--- src/design/sfua_pkg.sv ---
// Shared constants and types for the serial frame unpack / average block.
// Used by the top level, the sum RAM sizing and the port checker; no dependencies.
package sfua_pkg;

    // Frame layout
    localparam int CHANNEL_COUNT = 32;
    localparam int WORD_BITS     = 20;
    localparam int MAX_AVERAGE   = 1024;
    localparam int FRAME_BYTES   = (CHANNEL_COUNT * WORD_BITS + 7) / 8;

    // Fixed port and register widths
    localparam int BYTE_W        = 8;
    localparam int CH_OUT_BITS   = 5;
    localparam int COUNT_BITS    = 11;
    localparam int FRAME_BITS    = 10;
    localparam int PDATA_BITS    = 32;
    localparam int PADDR_BITS    = 3;

    // Derived widths
    localparam int BUF_BITS      = WORD_BITS + BYTE_W - 1;
    localparam int HELD_BITS     = $clog2(BUF_BITS + 1);
    localparam int BYTE_IDX_BITS = $clog2(FRAME_BYTES + 1);
    localparam int CH_IDX_BITS   = $clog2(CHANNEL_COUNT + 1);
    localparam int CH_ADDR_BITS  = (CHANNEL_COUNT > 1) ? $clog2(CHANNEL_COUNT) : 1;
    localparam int DIV_BITS      = $clog2(MAX_AVERAGE + 1);
    localparam int SUM_BITS      = WORD_BITS + $clog2(MAX_AVERAGE);

    // Divider: two quotient bits per cycle
    localparam int DIV_STEPS     = 2;
    localparam int DIV_CYCLES    = (SUM_BITS + DIV_STEPS - 1) / DIV_STEPS;
    localparam int QUO_BITS      = DIV_CYCLES * DIV_STEPS;
    localparam int STEP_BITS     = $clog2(DIV_CYCLES + 1);

    // Register map (index taken from paddr[2])
    localparam logic REG_AVG_COUNT = 1'b0;

    typedef logic [WORD_BITS-1:0] t_word;
    typedef logic [SUM_BITS-1:0]  t_sum;
    typedef logic [DIV_BITS-1:0]  t_count;

endpackage

--- src/design/sfua_ram.sv ---
// Generic single-write, single-read RAM with registered read data.
// Standalone; sized by WIDTH and DEPTH parameters.
module sfua_ram #(
    parameter int WIDTH = 8,
    parameter int DEPTH = 16
) (
    input  logic                             i_clk,
    input  logic                             i_we,
    input  logic [$clog2(DEPTH)-1:0]         i_waddr,
    input  logic [WIDTH-1:0]                 i_wdata,
    input  logic                             i_re,
    input  logic [$clog2(DEPTH)-1:0]         i_raddr,
    output logic [WIDTH-1:0]                 o_rdata
);

    logic [WIDTH-1:0] r_mem [DEPTH];
    logic [WIDTH-1:0] r_rdata;

    always_ff @(posedge i_clk) begin
        if (i_we) begin
            r_mem[i_waddr] <= i_wdata;
        end
        if (i_re) begin
            r_rdata <= r_mem[i_raddr];
        end
    end

    assign o_rdata = r_rdata;

endmodule

--- src/design/serial_frame_unpack_average.sv ---
// Top level: byte-serial frame unpacker with per-channel block averaging.
// Depends on sfua_pkg and sfua_ram (per-channel sum storage).

// Bytes enter MSB first through start/busy: a request is taken on a clock edge
// with start high and busy low. Each 80-byte frame carries 32 packed 20-bit
// channel words. A byte that completes no word is absorbed in its accept cycle
// and busy stays low. A byte that completes a word reads that channel's sum from
// a registered-read RAM at accept, and writes the updated sum back in the
// following cycle (busy high for 1 cycle). On the final frame of a group the
// sum is then divided by the effective count in a radix-4 restoring divider,
// busy staying high throughout, and the result strobe (o_result_valid, with
// o_channel, o_average, o_last) appears for one cycle, in the cycle in which
// busy is low again. The next request can be taken at the end of that cycle.
// Results cannot be held off: the receiver must take each strobe as it comes.
// average_count is an APB register at address 0 (0 is treated as 1, values
// above 1024 as 1024); write it only while idle. The sum RAM needs no
// clearing: the first frame of a group overwrites every channel before any
// read uses it.
module serial_frame_unpack_average
    import sfua_pkg::*;
(
    input  logic                     i_clk,
    input  logic                     i_rst_n,
    // request channel
    input  logic                     start,
    output logic                     busy,
    input  logic [BYTE_W-1:0]        i_data_byte,
    input  logic                     i_group_start,
    // result channel
    output logic                     o_result_valid,
    output logic [CH_OUT_BITS-1:0]   o_channel,
    output logic [WORD_BITS-1:0]     o_average,
    output logic                     o_last,
    // configuration
    input  logic                     psel,
    input  logic                     penable,
    input  logic                     pwrite,
    input  logic [PADDR_BITS-1:0]    paddr,
    input  logic [PDATA_BITS-1:0]    pwdata,
    output logic [PDATA_BITS-1:0]    prdata,
    output logic                     pready
);

    localparam logic [1:0] S_IDLE = 2'd0;
    localparam logic [1:0] S_UPD  = 2'd1;
    localparam logic [1:0] S_DIV  = 2'd2;

    // ---------------- control state ----------------
    logic [1:0]               r_state,       n_state;
    logic [BUF_BITS-1:0]      r_bit_buffer,  n_bit_buffer;
    logic [HELD_BITS-1:0]     r_bits_held,   n_bits_held;
    logic [BYTE_IDX_BITS-1:0] r_byte_index,  n_byte_index;
    logic [CH_IDX_BITS-1:0]   r_channel_idx, n_channel_idx;
    logic [FRAME_BITS-1:0]    r_frame,       n_frame;
    logic [COUNT_BITS-1:0]    r_avg_count;
    logic [STEP_BITS-1:0]     r_step,        n_step;
    logic                     r_result_valid, n_result_valid;

    // ---------------- per-word payload ----------------
    t_word                    r_word,  n_word;
    logic [CH_ADDR_BITS-1:0]  r_wch,   n_wch;
    logic                     r_first, n_first;
    logic                     r_final, n_final;
    t_count                   r_count, n_count;

    // divider
    logic [DIV_BITS-1:0]      r_rem,   n_rem;
    logic [QUO_BITS-1:0]      r_quo,   n_quo;

    // result registers
    logic [CH_OUT_BITS-1:0]   r_out_ch,  n_out_ch;
    t_word                    r_out_avg, n_out_avg;
    logic                     r_out_last, n_out_last;

    // ---------------- front end (valid in accept cycle) ----------------
    logic                     w_accept;
    logic [BUF_BITS-1:0]      c_buf;
    logic [HELD_BITS-1:0]     c_held;
    logic [BYTE_IDX_BITS-1:0] c_byte;
    logic [CH_IDX_BITS-1:0]   c_ch;
    logic [FRAME_BITS-1:0]    c_frame;
    t_count                   c_count;
    logic                     c_final;
    logic [BUF_BITS-1:0]      c_shift;
    logic [HELD_BITS-1:0]     c_held8;
    logic [HELD_BITS-1:0]     c_rest;
    logic                     c_room;
    logic                     c_word_done;
    t_word                    c_word;
    logic [BYTE_IDX_BITS-1:0] c_byte1;

    // RAM side
    t_sum                     w_rdata;
    t_sum                     w_sum;
    logic                     w_we;

    // divider
    logic [DIV_BITS-1:0]      w_rem2;
    logic [QUO_BITS-1:0]      w_quo2;

    logic                     w_cfg_wr;

    assign w_accept = start && (r_state == S_IDLE);
    assign busy     = (r_state != S_IDLE);

    // Resync: group_start restarts the frame before the byte goes in.
    always_comb begin
        c_buf   = i_group_start ? '0 : r_bit_buffer;
        c_held  = i_group_start ? '0 : r_bits_held;
        c_byte  = i_group_start ? '0 : r_byte_index;
        c_ch    = i_group_start ? '0 : r_channel_idx;
        c_frame = i_group_start ? '0 : r_frame;

        if (r_avg_count == '0) begin
            c_count = t_count'(1);
        end else if (32'(r_avg_count) > MAX_AVERAGE) begin
            c_count = t_count'(MAX_AVERAGE);
        end else begin
            c_count = t_count'(r_avg_count);
        end
        c_final = (32'(c_frame) + 32'd1) >= 32'(c_count);

        c_shift     = {c_buf[BUF_BITS-BYTE_W-1:0], i_data_byte};
        c_held8     = c_held + HELD_BITS'(BYTE_W);
        c_rest      = c_held8 - HELD_BITS'(WORD_BITS);
        c_room      = 32'(c_ch) < CHANNEL_COUNT;
        c_word_done = c_room && (32'(c_held8) >= WORD_BITS);
        c_word      = t_word'(c_shift >> c_rest);
        c_byte1     = c_byte + BYTE_IDX_BITS'(1);
    end

    // Two restoring-division steps per cycle.
    function automatic logic [DIV_BITS+QUO_BITS-1:0] div_steps(
        input logic [DIV_BITS-1:0] rem,
        input logic [QUO_BITS-1:0] quo,
        input t_count              dvs
    );
        logic [DIV_BITS:0]   t;
        logic [DIV_BITS-1:0] r;
        logic [QUO_BITS-1:0] q;
        r = rem;
        q = quo;
        for (int k = 0; k < DIV_STEPS; k++) begin
            t = {r, q[QUO_BITS-1]};
            if (t >= {1'b0, dvs}) begin
                t = t - {1'b0, dvs};
                q = {q[QUO_BITS-2:0], 1'b1};
            end else begin
                q = {q[QUO_BITS-2:0], 1'b0};
            end
            r = t[DIV_BITS-1:0];
        end
        return {r, q};
    endfunction

    assign {w_rem2, w_quo2} = div_steps(r_rem, r_quo, r_count);

    // Read-modify-write of the channel sum; first frame overwrites.
    assign w_sum = r_first ? t_sum'(r_word) : (w_rdata + t_sum'(r_word));
    assign w_we  = (r_state == S_UPD);

    always_comb begin
        n_state        = r_state;
        n_bit_buffer   = r_bit_buffer;
        n_bits_held    = r_bits_held;
        n_byte_index   = r_byte_index;
        n_channel_idx  = r_channel_idx;
        n_frame        = r_frame;
        n_step         = r_step;
        n_result_valid = 1'b0;
        n_word         = r_word;
        n_wch          = r_wch;
        n_first        = r_first;
        n_final        = r_final;
        n_count        = r_count;
        n_rem          = r_rem;
        n_quo          = r_quo;
        n_out_ch       = r_out_ch;
        n_out_avg      = r_out_avg;
        n_out_last     = r_out_last;

        case (r_state)
            S_IDLE: begin
                if (w_accept) begin
                    n_bit_buffer  = c_buf;
                    n_bits_held   = c_held;
                    n_channel_idx = c_ch;
                    if (c_word_done) begin
                        n_bit_buffer  = c_shift & ~({BUF_BITS{1'b1}} << c_rest);
                        n_bits_held   = c_rest;
                        n_channel_idx = c_ch + CH_IDX_BITS'(1);
                        n_word        = c_word;
                        n_wch         = c_ch[CH_ADDR_BITS-1:0];
                        n_first       = (c_frame == '0);
                        n_final       = c_final;
                        n_count       = c_count;
                        n_state       = S_UPD;
                    end else if (c_room) begin
                        n_bit_buffer  = c_shift;
                        n_bits_held   = c_held8;
                    end
                    // frame boundary: trailing bits dropped, group may wrap
                    if (32'(c_byte1) >= FRAME_BYTES) begin
                        n_bit_buffer  = '0;
                        n_bits_held   = '0;
                        n_byte_index  = '0;
                        n_channel_idx = '0;
                        n_frame       = c_final ? '0 : c_frame + FRAME_BITS'(1);
                    end else begin
                        n_byte_index  = c_byte1;
                        n_frame       = c_frame;
                    end
                end
            end
            S_UPD: begin
                if (r_final) begin
                    n_rem   = '0;
                    n_quo   = QUO_BITS'(w_sum);
                    n_step  = '0;
                    n_state = S_DIV;
                end else begin
                    n_state = S_IDLE;
                end
            end
            S_DIV: begin
                n_rem  = w_rem2;
                n_quo  = w_quo2;
                n_step = r_step + STEP_BITS'(1);
                if (32'(r_step) == DIV_CYCLES - 1) begin
                    // saturate quotient to the word range
                    if (w_quo2[QUO_BITS-1:WORD_BITS] != '0) begin
                        n_out_avg = '1;
                    end else begin
                        n_out_avg = w_quo2[WORD_BITS-1:0];
                    end
                    n_out_ch       = CH_OUT_BITS'(r_wch);
                    n_out_last     = (32'(r_wch) == CHANNEL_COUNT - 1);
                    n_result_valid = 1'b1;
                    n_state        = S_IDLE;
                end
            end
            default: begin
                n_state = S_IDLE;
            end
        endcase
    end

    always_ff @(posedge i_clk) begin
        if (!i_rst_n) begin
            r_state        <= S_IDLE;
            r_bit_buffer   <= '0;
            r_bits_held    <= '0;
            r_byte_index   <= '0;
            r_channel_idx  <= '0;
            r_frame        <= '0;
            r_step         <= '0;
            r_result_valid <= 1'b0;
        end else begin
            r_state        <= n_state;
            r_bit_buffer   <= n_bit_buffer;
            r_bits_held    <= n_bits_held;
            r_byte_index   <= n_byte_index;
            r_channel_idx  <= n_channel_idx;
            r_frame        <= n_frame;
            r_step         <= n_step;
            r_result_valid <= n_result_valid;
        end
    end

    always_ff @(posedge i_clk) begin
        r_word     <= n_word;
        r_wch      <= n_wch;
        r_first    <= n_first;
        r_final    <= n_final;
        r_count    <= n_count;
        r_rem      <= n_rem;
        r_quo      <= n_quo;
        r_out_ch   <= n_out_ch;
        r_out_avg  <= n_out_avg;
        r_out_last <= n_out_last;
    end

    // Per-channel sums; read at accept, written back in the following cycle.
    sfua_ram #(
        .WIDTH (SUM_BITS),
        .DEPTH (CHANNEL_COUNT)
    ) u_sums (
        .i_clk   (i_clk),
        .i_we    (w_we),
        .i_waddr (r_wch),
        .i_wdata (w_sum),
        .i_re    (w_accept),
        .i_raddr (c_ch[CH_ADDR_BITS-1:0]),
        .o_rdata (w_rdata)
    );

    // ---------------- configuration ----------------
    assign pready   = 1'b1;
    assign w_cfg_wr = psel && penable && pwrite && pready;

    always_ff @(posedge i_clk) begin
        if (!i_rst_n) begin
            r_avg_count <= COUNT_BITS'(1);
        end else if (w_cfg_wr && (paddr[2] == REG_AVG_COUNT)) begin
            r_avg_count <= pwdata[COUNT_BITS-1:0];
        end
    end

    assign prdata = (paddr[2] == REG_AVG_COUNT) ? PDATA_BITS'(r_avg_count) : '0;

    assign o_result_valid = r_result_valid;
    assign o_channel      = r_out_ch;
    assign o_average      = r_out_avg;
    assign o_last         = r_out_last;

endmodule

--- config.mk ---
export PLATFORM = sky130hd
export DESIGN_NAME = serial_frame_unpack_average
export DESIGN_NICKNAME = d
export VERILOG_FILES = /design/src/design/sfua_pkg.sv /design/src/design/sfua_ram.sv /design/src/design/serial_frame_unpack_average.sv
export SDC_FILE = /design/constraint.sdc
export NUM_CORES = 2
export LEC_CHECK = 0
export BUFFER_PORTS_ARGS = -buffer_cell sky130_fd_sc_hd__buf_2
export CORE_ASPECT_RATIO = 0.5
export CORE_MARGIN = 2
export CORE_UTILIZATION = 40
export CTS_BUF_LIST = sky130_fd_sc_hd__clkbuf_4
export DETAILED_ROUTE_END_ITERATION = 16
export PLACE_DENSITY = 0.67
export SLEW_MARGIN = 20
export SYNTH_ARGS = -nofsm -noshare
export SYNTH_HDL_FRONTEND = slang
export SYNTH_SLANG_ARGS = --single-unit
export TNS_END_PERCENT = 50
--- constraint.sdc ---
create_clock -name i_clk -period 5.58 [get_ports i_clk]
set_input_delay 0 -clock i_clk [delete_from_list [all_inputs] [get_ports i_clk]]
set_output_delay 0 -clock i_clk [all_outputs]
set_load 0.005 [all_outputs]
Yosys cells after proc, flatten, opt, wreduce, memory -nomap -nowiden
Memory sizes are Yosys's and may differ from the RTL's. A register that Yosys moved wholly into a read port is not among the register bits.
Cells that the tools add are included.
Storage, ports and cells
  register bits after elaboration: 170
  memory bits (writable): 960
  input bits: 50
  output and inout bits: 61
  word-level logic and storage cells: 105
  memories: 1
Memories
  u_sums.r_mem: words 32, bits a word 30, read ports 1, clocked after Yosys merged registers in 1, write ports 1, RTL line sfua_ram.sv:16  | logic [WIDTH-1:0] r_mem [DEPTH];
Operators by class
  add/sub/neg operators: 10
  magnitude comparators: 7
  equal/unequal tests: 8
  shifts and indexed selects: 2
  muxes and demuxes: 38
  bitwise logic cells: 3
  reductions and logical operators: 17
Operator list (number)
  19-bit two-way mux: 4
  11-bit two-way mux: 6
  30-bit two-way mux: 2
  30-bit case mux with 2 select lines: 1
  30-bit by 20-bit adder with 30-bit output: 1
  10-bit two-way mux: 3
  27-bit by 5-bit left shift with 19-bit output (first input constant): 1
  27-bit by 5-bit right shift with 20-bit output: 1
  12-bit by 11-bit >= comparator with 1-bit output: 2
  11-bit case mux with 2 select lines: 1
  11-bit subtractor: 2
  5-bit two-way mux: 4
  19-bit bitwise AND: 1
  19-bit NOT: 1
  6-bit two-way mux: 3
  7-bit two-way mux: 2
  10-bit by 1-bit adder with 11-bit output (second input constant): 1
  11-bit >= comparator: 1
  11-bit greater-than comparator (second input constant): 1
  11-bit zero test: 1
  10-bit by 1-bit adder with 10-bit output (second input constant): 1
  10-bit zero test: 1
  10-bit nonzero test: 1
  2-bit two-way mux: 4
  24 further kinds: 39

Longest topological paths before layout
  depth in word-level cells: 8
  gate-level depth with buffers: 19
  gate-level depth less buffers: 18

Cells and area by module
From an unflattened synthesis, not the netlist that was laid out.
Unflattened totals
  cell total of the unflattened synthesis: 3420
  area, all modules: 50040.5 sq um
By module, submodules not included
  sfua_ram: instances 1, cells an instance 2122, area each 38359.3 sq um, seq. area each 29728.5 sq um
  serial_frame_unpack_average: instances 1, cells an instance 1298, area each 11681.2 sq um, seq. area each 4454.3 sq um

Worst setup path before layout
Ideal clock, no wire load.
  path kind: register to register
  start point: register r_count[0]
  end point: register r_rem[2], data pin
  setup time: 260 ps
  arrival time: 4288 ps
  required time: 5320 ps
  slack: 1032 ps
  cell stages (with the launch flop): 17
  path buffers: 1
  period minus slack after synthesis: 4548 ps
  cells stage by stage: edfxtp_1 -> ha_1 -> fa_1 -> nand2b_1 -> a21oi_2 -> nand4b_1 -> nand4_1 -> clkbuf_1 -> and3_1 -> or2_2 -> ha_1 -> or3_1 -> o21ai_1 -> nor2_1 -> o211a_2 -> nor3_4 -> mux2_4
Between the ends
  word-level cells in the longest chain between the ends: 5
  elaborated cells between the ends (all ways): 7
  those cells by class: add/sub: 2; order compare: 2; mux: 3
Ends and longest elaborated chain
  start, declared: RTL line serial_frame_unpack_average.sv:64  | t_count r_count, n_count;
  start signal, assigned: RTL line serial_frame_unpack_average.sv:275  | r_count <= n_count;
  11-bit subtractor or 12-bit by 11-bit >= comparator with 1-bit output (tied branches): RTL line serial_frame_unpack_average.sv:146, serial_frame_unpack_average.sv:145
  11-bit two-way mux: RTL line serial_frame_unpack_average.sv:145  | if (t >= {1'b0, dvs}) begin
  11-bit subtractor or 12-bit by 11-bit >= comparator with 1-bit output (tied branches): RTL line serial_frame_unpack_average.sv:146, serial_frame_unpack_average.sv:145
  11-bit two-way mux *: RTL line serial_frame_unpack_average.sv:145
  11-bit case mux with 2 select lines *: RTL line serial_frame_unpack_average.sv:182  | case (r_state)
  end signal, assigned: RTL line serial_frame_unpack_average.sv:276  | r_rem <= n_rem;
  end, declared: RTL line serial_frame_unpack_average.sv:67  | logic [DIV_BITS-1:0] r_rem, n_rem;
Every way passes the cells marked *; elsewhere a longest branch is shown, timed or not.
A chain may end at the register's enable or synchronous reset.

Worst setup path after layout
  start point: register r_count[0]
  end point: register r_rem[8], data pin
Same word-level chain as after synthesis.

==> qor.yml <==
outcome: "finished, final reports clean"
pre_cts_ws_ns: 0.900
drt-vias-per-instance: 5.61
r2r-end: "r_rem[8]"
grt_util_all_layers: 0.199
min-delay-start: "i_group_start"
cap_viol_max_count: 0
rr_worst_depth: 17
multi_input_area_mm2: 0.0154
syn_area_mm2: 0.0501
skew_ns: 0.117
synth_edf_count: 1095
yosysWarnings: 0
fin_area_mm2: 0.0573
drive_above_1_share: 0.246
synth.avg_cell_area_um2: 15.9
grt_max_degree: 113
clk_path_buf_depth: 4
arrival_ns: 5.65
yosysTopAreaCellShare: 0.656
synth_common_cells: "edfxtp_1 (1095), mux2i_1 (280), nand2_1 (269), mux4_2 (195), nor2_1 (160)"
clkTransAtPathRegs_ns: 0.06
fin_setup_tns_ns: 0
timing.final.crit_share: 0.849
portBuffers: 65
cts.repair.resized: 0
cts_tree: "yes"
seq_area_frac_synth: 0.682
ir_worst_vdd_mv: 0.200
synthTopCellsByArea: "edfxtp_1 (66%), mux4_2 (8.8%), mux2i_1 (5.6%), dfxtp_1 (2.6%), nand2_1 (2.0%)"
r2r_start: "r_count[0]"
worstSkewPairLatency_ns: 1.24
hold_violations: 0
final_max_slew_viol_count: 0
rsz0062_at_grt: "no"
cts_made_buffers: 295
hold_depth: 5
critPathKind: "register to register"
synth-seq-cells: 1160
initial_core_util: 0.405
placed_area_mm2: 0.0529
cp_max_fo: 17
firstDrtPassIters: 6
period_minus_slack_ns: 4.74
die_h_um: 254
dp_hpwl_um: 75000
min_to: "r_word[10]"
setup_viol: 0
postRouteAntennaNets: 0
finish.utilization: 0.463
synth_top_cell_by_area: "edfxtp_1"
area_growth_pct: 14.4
fillers: 10600
ioPinCount: 111
overflow: 0
fin_ws_ns: 0.842
ys.flop_type: "edfxtp_1"
place_congestion: 0.873
critPathCaptureType: "register"
r2r_slack_ns: 0.84
async_flop_share: 0
worst_ep_required_time_ns: 6.49
die_w_um: 504
drc: 0
ys_types: 84
post-synth-top-count-cell: "edfxtp_1"
antenna_found_initial: 6
slew_headroom: 0.244
dieArea_mm2: 0.128
cp-start-kind: "register"
grt_pass1_vias: 30200
wl_per_cell_um: 23.9
core_mm2: 0.124
nets: 3631
drt_iter0_markers: 3284
htreeDepth: 5
leakage_nw: 18.6
grt_pass1_wl_um: 190000
hold_path_class: "primary input to register"
seq_area_mm2: 0.0342
powerDensity_mw_per_mm2: 295
cts_root_buffer: "clkbuf_4"
rows: 91
vias: 30200
drt_wl_total_um: 129000
fmax_mhz: 211
cts.sinks: 1160
worst_pin_slew_ns: 1.13
syn_inst: 3160
## metal layers
layer | global-route usage | vias to the layer above | wire, µm
li1 | - | 13300 | -
met1 | 0.261 | 15400 | 53000
met2 | 0.334 | 1350 | 62800
met3 | 0.0343 | 192 | 10300
met4 | 0.0716 | 2 | 2590
met5 | 0 | - | 13
## worst max path at each step
stage | end | slack [ns] | startpoint
after CTS | r_rem[8] | 0.87 | r_count[0]
after global routing | r_rem[6] | 0.53 | r_count[0]
after detailed placement | r_rem[2] | 0.90 | r_count[0]
after floorplan | r_rem[2] | 1.03 | r_count[0]
after global placement | r_rem[2] | 0.93 | r_count[0]
final | r_rem[8] | 0.84 | r_count[0]
## registers in the layout, indices dropped and copies added (netlist names)
signal	count
o_average	20
o_channel	5
o_last	1
o_result_valid	1
r_avg_count	11
r_bit_buffer	19
r_bits_held	5
r_byte_index	7
r_channel_idx	6
r_count	11
r_final	1
r_first	1
r_frame	10
r_quo	30
r_rem	11
r_state	2
r_step	4
r_wch	5
r_word	20
u_sums.o_rdata	30
u_sums.r_mem	960
## cell families after synthesis
| family | after synthesis | share of synthesized area |
|---|---|---|
| flops | 1160 | 0.682 |
| simple gates | 684 | 0.0637 |
| mux | 495 | 0.148 |
| compound gates | 448 | 0.0584 |
| buf+inv | 260 | 0.0222 |
| fa+ha+maj | 68 | 0.0174 |
| xor+xnor | 43 | 0.00752 |
| other cells | 2 | 0.000150 |
## through the flow
step                      power [mW]  std cells  hold slack, ns
after detailed placement        10.1       4806           0.248
after global routing            17.5       5384           0.159
after floorplan                 9.97       3180          0.0302
after global placement          10.1       4806           0.232
final                           16.9       5384           0.194
after CTS                       17.0       5376          0.0986
## power breakdown
group          switching (mW)  leakage [nW]  internal (mW)
Combinational           0.294          6.08          0.172
Clock                    3.37          2.08           3.58
Sequential             0.0261          10.4           9.47
## layout make-up
cell class | count | share of cell area
flip-flops and latches | 1160 | 0.597
diodes | 7 | 0.000306
inverters | 62 | 0.00415
well taps | 1674 | 0.0365
multi-input cells | 1760 | 0.268
repair buffers | 234 | 0.0333
clock buffers | 406 | 0.0532
clock inverters | 81 | 0.00773
## what timing repair did
item / in CTS / in global routing
hold buffers: 83 / 0
buffers inserted: 0 / 0
hold endpoints to repair: 155 / 0
## placed cells by master (no fill, tap or decap), types with 8 or more instances in the layout
cell and n:
a31oi_1 9, mux2i_1 272, a21oi_1 85, xor2_1 20
and2_1 11, nand3_1 41, dlygate4sd3_1 83, mux2_2 18
a32o_1 15, clkbuf_4 406, xnor2_1 23, nand4_1 13
a211oi_1 16, mux4_2 195, nor2_1 125, nor4_1 11
buf_2 65, or3_1 9, o31ai_1 8, o21ai_4 11
nor3_1 29, nand3b_1 10, conb_1 22, dfxtp_1 63
buf_4 78, nand2b_1 29, ha_1 65, or2_2 33
a22oi_1 11, inv_1 53, nand2_1 265, and3_1 14
nor2_4 35, o22ai_1 128, a21o_1 19, o21ai_0 59
clkinv_1 71, o211ai_1 14, edfxtp_1 1095, nor2b_1 30
## worst max-delay path, stage by stage, from the launching register on
cell and delay [ns]:
edfxtp_1 0.40, ha_1 0.24, fa_1 0.40, nand2b_1 0.18, a21oi_2 0.12, buf_4 0.15
nand4b_1 0.14, nand4_1 0.13, buf_4 0.23, and3_1 0.18, or2_2 0.29, ha_1 0.34
or3_1 0.35, o21ai_1 0.13, nor2_1 0.11, o211a_2 0.34, nor3_4 0.41, mux2_4 0.34
(Power assumes the default switching activity.)
